--- config.mk ---
export PLATFORM = sky130hd
export DESIGN_NAME = flood_forward_dedup_core
export DESIGN_NICKNAME = d
export VERILOG_FILES = /design/src/sv/ffd_pkg.sv /design/src/sv/ffd_cell.sv /design/src/sv/ffd_src_count.sv /design/src/sv/flood_forward_dedup_core.sv
export SDC_FILE = /design/constraint.sdc
export NUM_CORES = 2
export LEC_CHECK = 0
export BUFFER_PORTS_ARGS = -buffer_cell sky130_fd_sc_hd__buf_4
export CORE_UTILIZATION = 35
export CTS_BUF_LIST = sky130_fd_sc_hd__clkbuf_16
export DETAILED_ROUTE_END_ITERATION = 8
export SLEW_MARGIN = 20
export SYNTH_ARGS = -nofsm -noshare
export SYNTH_HDL_FRONTEND = slang
export SYNTH_SLANG_ARGS = --single-unit
--- constraint.sdc ---
create_clock -name clk -period 333.7 [get_ports clk]
set_input_delay 66.74 -clock clk [delete_from_list [all_inputs] [get_ports clk]]
set_output_delay 66.74 -clock clk [all_outputs]
set_load 0.02 [all_outputs]
--- src/sv/ffd_pkg.sv ---
`timescale 1ns / 1ps
// ----------------------------------------------------------------------------
// ffd_pkg
// shared types and constants of the flood relay with duplicate suppression
// ----------------------------------------------------------------------------
package ffd_pkg;

    localparam int SEEN_DEPTH_DEF = 64;
    localparam int NODE_COUNT_DEF = 16;

    localparam int SRC_W   = 4;
    localparam int DATA_W  = 32;
    localparam int COUNT_W = 16;
    localparam int ID_W    = 4;

    localparam logic [COUNT_W-1:0] COUNT_MAX = {COUNT_W{1'b1}};

    typedef struct packed {
        logic [SRC_W-1:0]         pkt_source;
        logic signed [DATA_W-1:0] pkt_sequence;
        logic signed [DATA_W-1:0] pkt_payload;
    } pkt_t;

    typedef struct packed {
        logic                     forward;
        logic [ID_W-1:0]          fwd_source;
        logic signed [DATA_W-1:0] fwd_sequence;
        logic signed [DATA_W-1:0] fwd_payload;
        logic [COUNT_W-1:0]       source_count;
        logic                     table_full;
    } res_t;

    typedef struct packed {
        logic             en;
        logic [SRC_W-1:0] src;
    } cnt_req_t;

endpackage

--- src/sv/ffd_cell.sv ---
`timescale 1ns / 1ps
// ----------------------------------------------------------------------------
// ffd_cell
// one entry of the seen-payload row: holds a value, shifts it to the next
// cell on append and flags a match against the incoming payload
// ----------------------------------------------------------------------------
module ffd_cell
    import ffd_pkg::*;
(
    input  logic                     clk,
    input  logic                     rst_n,
    input  logic                     shift_en,
    input  logic signed [DATA_W-1:0] shift_in,
    output logic signed [DATA_W-1:0] shift_out,
    input  logic                     active,
    input  logic signed [DATA_W-1:0] key,
    output logic                     match
);

    logic signed [DATA_W-1:0] value_reg;
    logic                     match_reg;
    logic                     match_next;

    // inactive cells may hold unwritten data, gated here
    assign match_next = active && (value_reg == key);

    always_ff @(posedge clk)
    begin
        if (shift_en)
        begin
            value_reg <= shift_in;
        end
    end

    always_ff @(posedge clk or negedge rst_n)
    begin
        if (!rst_n)
        begin
            match_reg <= 1'b0;
        end
        else
        begin
            match_reg <= match_next;
        end
    end

    assign shift_out = value_reg;
    assign match     = match_reg;

endmodule

--- src/sv/ffd_src_count.sv ---
`timescale 1ns / 1ps
// ----------------------------------------------------------------------------
// ffd_src_count
// per-source saturating packet counters
// ----------------------------------------------------------------------------
module ffd_src_count
    import ffd_pkg::*;
#(
    parameter int NODE_COUNT = NODE_COUNT_DEF
)
(
    input  logic               clk,
    input  logic               rst_n,
    input  cnt_req_t           req,
    output logic [COUNT_W-1:0] count
);

    localparam int IDX_W = (NODE_COUNT > 1) ? $clog2(NODE_COUNT) : 1;

    logic [COUNT_W-1:0] cnt_reg [NODE_COUNT];
    logic [IDX_W-1:0]   idx;
    logic               in_range;
    logic [COUNT_W-1:0] cur;
    logic [COUNT_W-1:0] cnt_next;

    assign in_range = (32'(req.src) < 32'(NODE_COUNT));
    assign idx      = IDX_W'(req.src);
    assign cur      = in_range ? cnt_reg[idx] : '0;
    assign cnt_next = (cur == COUNT_MAX) ? cur : cur + COUNT_W'(1);
    assign count    = in_range ? cnt_next : '0;

    always_ff @(posedge clk or negedge rst_n)
    begin
        if (!rst_n)
        begin
            for (int i = 0; i < NODE_COUNT; i++)
            begin
                cnt_reg[i] <= '0;
            end
        end
        else if (req.en && in_range)
        begin
            cnt_reg[idx] <= cnt_next;
        end
    end

endmodule

--- src/sv/flood_forward_dedup_core.sv ---
`timescale 1ns / 1ps
// ----------------------------------------------------------------------------
// flood_forward_dedup_core
// flood relay: counts packets per source, drops payloads already seen,
// forwards new ones with sequence + 1 and this node's id as source
// ----------------------------------------------------------------------------
//  channel | signals                      | beat
//  in      | in_valid, in_stall, in_data  | one received packet (pkt_t)
//  out     | out_valid, out_stall, out_data | one result (res_t)
//  cfg     | cfg_valid, cfg_ready, cfg_data | node_id write
//
//  one packet in flight at a time: the cell row compares the payload at the
//  accept edge, the next edge resolves the hit, appends and loads the result
//  the payload row is a shift line of SEEN_DEPTH cells, filled from cell 0
//  reset clears the fill count and the source counters at once, no sweep
//  in_stall is high while a packet is in flight or a result waits stalled
// ----------------------------------------------------------------------------
module flood_forward_dedup_core
    import ffd_pkg::*;
#(
    parameter int SEEN_DEPTH = SEEN_DEPTH_DEF,
    parameter int NODE_COUNT = NODE_COUNT_DEF
)
(
    input  logic            clk,
    input  logic            rst_n,
    input  logic            in_valid,
    output logic            in_stall,
    input  pkt_t            in_data,
    output logic            out_valid,
    input  logic            out_stall,
    output res_t            out_data,
    input  logic            cfg_valid,
    output logic            cfg_ready,
    input  logic [ID_W-1:0] cfg_data
);

    localparam int CNT_W = $clog2(SEEN_DEPTH + 1);

    logic                     busy_reg;
    logic                     busy_next;
    pkt_t                     item_reg;
    res_t                     out_reg;
    res_t                     out_next;
    logic                     out_valid_reg;
    logic                     out_valid_next;
    logic [ID_W-1:0]          node_id_reg;
    logic [CNT_W-1:0]         seen_count_reg;
    logic [CNT_W-1:0]         seen_count_next;

    logic                     in_take;
    logic                     hit;
    logic                     is_new;
    logic                     room;
    logic                     store;
    logic [SEEN_DEPTH-1:0]    match_vec;
    logic [SEEN_DEPTH-1:0]    active_vec;
    logic signed [DATA_W-1:0] chain [SEEN_DEPTH+1];
    cnt_req_t                 cnt_req;
    logic [COUNT_W-1:0]       src_count;

    assign in_stall  = busy_reg || (out_valid_reg && out_stall);
    assign in_take   = in_valid && !in_stall;
    assign cfg_ready = 1'b1;

    // payload row
    assign chain[0] = item_reg.pkt_payload;

    for (genvar i = 0; i < SEEN_DEPTH; i++)
    begin : g_cell
        assign active_vec[i] = (seen_count_reg > CNT_W'(i));

        ffd_cell u_cell (
            .clk       (clk),
            .rst_n     (rst_n),
            .shift_en  (store),
            .shift_in  (chain[i]),
            .shift_out (chain[i+1]),
            .active    (active_vec[i]),
            .key       (in_data.pkt_payload),
            .match     (match_vec[i])
        );
    end

    assign hit    = |match_vec;
    assign is_new = busy_reg && !hit;
    assign room   = (seen_count_reg < CNT_W'(SEEN_DEPTH));
    assign store  = is_new && room;

    assign cnt_req.en  = busy_reg;
    assign cnt_req.src = item_reg.pkt_source;

    ffd_src_count #(
        .NODE_COUNT (NODE_COUNT)
    ) u_src_count (
        .clk   (clk),
        .rst_n (rst_n),
        .req   (cnt_req),
        .count (src_count)
    );

    always_comb
    begin
        busy_next       = busy_reg;
        seen_count_next = seen_count_reg;
        out_valid_next  = out_valid_reg;
        out_next        = out_reg;

        if (out_valid_reg && !out_stall)
        begin
            out_valid_next = 1'b0;
        end

        if (busy_reg)
        begin
            busy_next               = 1'b0;
            out_valid_next          = 1'b1;
            out_next.forward        = !hit;
            out_next.fwd_source     = hit ? '0 : node_id_reg;
            out_next.fwd_sequence   = hit ? '0 : item_reg.pkt_sequence + 32'sd1;
            out_next.fwd_payload    = hit ? '0 : item_reg.pkt_payload;
            out_next.source_count   = src_count;
            out_next.table_full     = !hit && !room;
            if (store)
            begin
                seen_count_next = seen_count_reg + CNT_W'(1);
            end
        end
        else if (in_take)
        begin
            busy_next = 1'b1;
        end
    end

    always_ff @(posedge clk or negedge rst_n)
    begin
        if (!rst_n)
        begin
            busy_reg       <= 1'b0;
            out_valid_reg  <= 1'b0;
            seen_count_reg <= '0;
            node_id_reg    <= '0;
        end
        else
        begin
            busy_reg       <= busy_next;
            out_valid_reg  <= out_valid_next;
            seen_count_reg <= seen_count_next;
            if (cfg_valid && cfg_ready)
            begin
                node_id_reg <= cfg_data;
            end
        end
    end

    always_ff @(posedge clk)
    begin
        if (in_take)
        begin
            item_reg <= in_data;
        end
        out_reg <= out_next;
    end

    assign out_valid = out_valid_reg;
    assign out_data  = out_reg;

    // result slot is always free when a packet resolves
    a_slot_free: assert property (@(posedge clk) disable iff (!rst_n)
        busy_reg |-> !out_valid_reg)
        else $error("result register busy at resolve");

    a_one_cycle: assert property (@(posedge clk) disable iff (!rst_n)
        busy_reg |=> !busy_reg)
        else $error("resolve phase longer than one cycle");

    a_count_bound: assert property (@(posedge clk) disable iff (!rst_n)
        seen_count_reg <= CNT_W'(SEEN_DEPTH))
        else $error("seen count beyond table depth");

    a_full_flag: assert property (@(posedge clk) disable iff (!rst_n)
        (out_valid_reg && out_reg.table_full) |-> (seen_count_reg == CNT_W'(SEEN_DEPTH)))
        else $error("table full flagged with room left");

    a_no_accept_busy: assert property (@(posedge clk) disable iff (!rst_n)
        $rose(busy_reg) |-> $past(in_valid))
        else $error("busy without an accepted packet");

endmodule

==> summary.md <==
| Metric | Value |
|---|---|
| Vias/cell | roughly 5.2 |
| Register-to-register setup slack | 326.14 ns |
| Vias | 58835 |
| Sequential cell area fraction in the yosys report | 0.7002 |
| Antenna-violating nets left | 0 |
| Tot GR Track Use | 0.1913 |
| Max reg flops | approximately 2000 |
| Starting Density | 0.3515 |
| Worst R2R End | g_cell[19].u_cell.shift_out[21] |
| Clk_lat worst skew | 0.86 ns |
| Mean post-synth cell area | 15.58 um^2 |
| Wire per inst | 26.66 um |
| WL final | between 200000 and 300000 um |
| Routed met2 length | 141700 um |
| Number of I/O port buffers | 164 |
| CP max FO | 3 |
| Critical Path, Cell by Cell | buf_4 -> a21o_1 -> buf_4 |
| Die Area | 306000 um^2 |
| RSZ-0062 raised after global routing | no |
| End of the critical path | in_stall |
| Slew @ Worst Pin | between 1 and 1.5 ns |
| Synthesized area | 106300 um^2 |
| Area of the core | 302500 um^2 |
| Power Total | 0.0007665 W |
| Tcrit/Tclk final | 0.4015 |
| Mapped Cells | slightly below 7000 |
| Area grow syn2layout | 13.42% |
| M1 wire length | about 130000 um |
| Clock buffer depth | 4 |
| CTS Hold Bufs | 0 |
| WL met3 | 22700 um |
| Die Wd | 553.2 um |
| Worst Hold Class | flip-flop to flip-flop |
| EDFF count, synth | 2202 |
| Post-CTS Setup Repair Bufs | 0 |
| Max Cap Viol | 0 |
| Post-synthesis xor/xnor area fraction | 0.1717 |
| Clk slew on worst S/H paths | 0.05 ns |
| Share of cells above drive strength 1 | 0.1172 |
| Initial antenna violation count | 13 |
| CTS tree | done |
| Synth Flop Type | edfxtp_1 |
| Critical path arrival | 67.23 ns |
| Largest family of logic cells by synthesized area | XOR/XNOR gates |
| Clock Sinks | 2535 |
| Worst R2R Start | g_cell[32].u_cell.match |
| Post_cts resized | 0 |
| Crit path launch | out_stall |
| Hold Vio Cnt, Final | 0 |
| Adder-Cell Fraction of Synth Area | 0.0007060 |
| Rows | approximately 200 |
| Setup TNS Final | 0 ns |
| DIE HEIGHT | 553.2 um |
| Worst Clk Skew | 0.07259 ns |
| Library cells used by synthesis | between 60 and 70 |
| Multiplexer area fraction after synthesis | 0.02135 |
| Vias in the first global route | 59349 |
| # DRC | 0 |
| Crit path kind | input port to output port |
| Pwr/cell area | 6.356 nW/um^2 |
| Final-report setup violation count | 0 |
| Clock buffer count from CTS | approximately 270 |
| Worst R2R Path Depth | 12 |
| Nets@finish | 7117 |
| Asr flop ratio synth | 0.1314 |
| Max-slew headroom | 0.2086 |
| CP max stage cell | a21o_1 |
| DR iter-0 viols | roughly 7000 |
| Post-synthesis simple-gate area fraction | 0.07045 |
| Number of synthesized register bits | 2535 |
| Critical Path Sink Type | output port |
| Mapped Nets | 6909 |
| Slew Viols, Final | 0 |
| Synth Area in Compound Gates | 0.02044 |
| Final Critical Period | 133.97 ns |
| Hpwl dp | 197500 um |
| H-tree depth | 5 |
| Peak supply drop | 0.004844 mV |
| WP data required | 266.96 ns |
| Fmax | between 0.007 and 0.008 GHz |
| Grt ovf | 0 |
| Root Driver | clkbuf_16 |
| Fill cells | 27459 |
| First-pass GRT wire length | between 400000 and 500000 um |
| Lkg Pwr | slightly above 40 nW |
| First-pass detailed-route iteration total | 6 |
| Status | finished, final reports clean |
| Setup crit start kind | input port |
| RePlAce Congestion | between 0.8 and 0.9 |
| CP peak stage delay | ~0.2 ns |
| I/O pin total | around 170 |
| Largest net degree at the start of global routing | 203 |
| Most frequent CP cell | buf_4 |
| Synth warn | 0 |
| Highest routing layer actually used | met5 |
==> critical path: cells and delay by family <==
kind / cells / cell delay [ns]
compound gates: 1 / 0.20
buf+inv: 2 / 0.29
==> how the worst min path moves through the flow <==
| stage | start | to | cells after the start |
|---|---|---|---|
| floorplan | chain[2048] | g_cell[0].u_cell.shift_out[0] | 0 |
| global placement | chain[2048] | g_cell[0].u_cell.shift_out[0] | 0 |
| detailed placement | chain[2065] | g_cell[0].u_cell.shift_out[17] | 0 |
| CTS | chain[2052] | g_cell[0].u_cell.shift_out[4] | 0 |
| global route | chain[2065] | g_cell[0].u_cell.shift_out[17] | 0 |
| finish | chain[2052] | g_cell[0].u_cell.shift_out[4] | 0 |
==> per-layer routing <==
layer,global-route usage,up-vias
li1,-,25589
met5,0,-
met1,0.2602,30367
met4,0.05551,4
met3,0.03498,467
met2,0.3117,2408
==> cell families after synthesis <==
family / Yosys count
DFF: 2535
AOI/OAI and AO/OA: 317
buffers and inverters: 394
muxes: 138
xor gates and xnor gates: 2085
other: 1
adders and majority gates: 6
and+or+nand+nor: 1350
==> stage by stage <==
stage / instances / worst slack [ns] / utilization / instance area (um^2) / hold WS [ns]
2_1_floorplan: 6826 / 174.19 / - / 106300 / 0.4174
3_3_place_gp: 10740 / 199.72 / 0.3714 / 112400 / 0.4288
3_5_place_dp: 10740 / 199.74 / 0.3714 / 112400 / 0.4252
4_1_cts: 11203 / 199.73 / 0.3984 / 120500 / 0.4373
5_1_grt: 11208 / 199.71 / 0.3986 / 120600 / 0.4453
6_report: 11208 / 199.73 / 0.3986 / 120600 / 0.4380
==> placed cells by master, fill, tap and decap left out, types with 8 or more instances in the layout <==
master      synthesis  final
a211o_1            16     16
a21oi_1            24     24
a22o_1              8      8
a22oi_1            22     22
a31oi_1            50     50
a31oi_4             9      9
and3_1             51     51
buf_12              0     11
buf_4               6    306
bufinv_16           0     15
clkbuf_16           0    277
clkinv_1            0     52
clkinv_2            0     34
clkinvlp_4          0     13
dfrtp_1           333    331
edfxtp_1         2202   2202
inv_1              10     74
mux2_2             70     70
mux4_2             64     64
nand2_1           218    218
nand2b_1            8      8
nand3_1           102    102
nand4_1           287    287
nor2_1            144    138
nor3_1             42     37
nor4_1            410    407
o211ai_1           35     35
o21ai_0            73     73
o21ai_1            43     43
or3_1              10     10
or4_1              40     39
xnor2_1           676    676
xor2_1           1409   1409
==> cells in the mapped netlist (all sizes together) (70+ instances only) <==
master	count	area, um^2
nand4	290	1842
edfxtp	2202	66120
nor4	412	2599
nand2	221	837.1
xor2	1409	12340
xnor2	676	5921
nand3	103	520.5
buf	132	616.9
clkbuf	251	943.4
mux2	70	788.3
dfrtp	333	8333
nor2	144	540.5
o21ai	116	580.6
==> report_power, final <==
group	internal (W)	switching [W]
clock	0.000161	0.000124
combinational	0.0000264	0.0000553
sequential	0.000379	0.0000207
==> final cells by class <==
cell class	instances	area [um^2]	share of cell area
inverter	11	41.29	0.0003424
clock inverter	186	1224	0.01015
sequential	2535	74460	0.6174
timing repair buffer	322	2594	0.02151
tap	3978	4977	0.04127
multi-input combinational	3897	30360	0.2518
clock buffer	277	6932	0.05748
antenna	2	5.005	0.00004150
(Power assumes the default switching activity.)
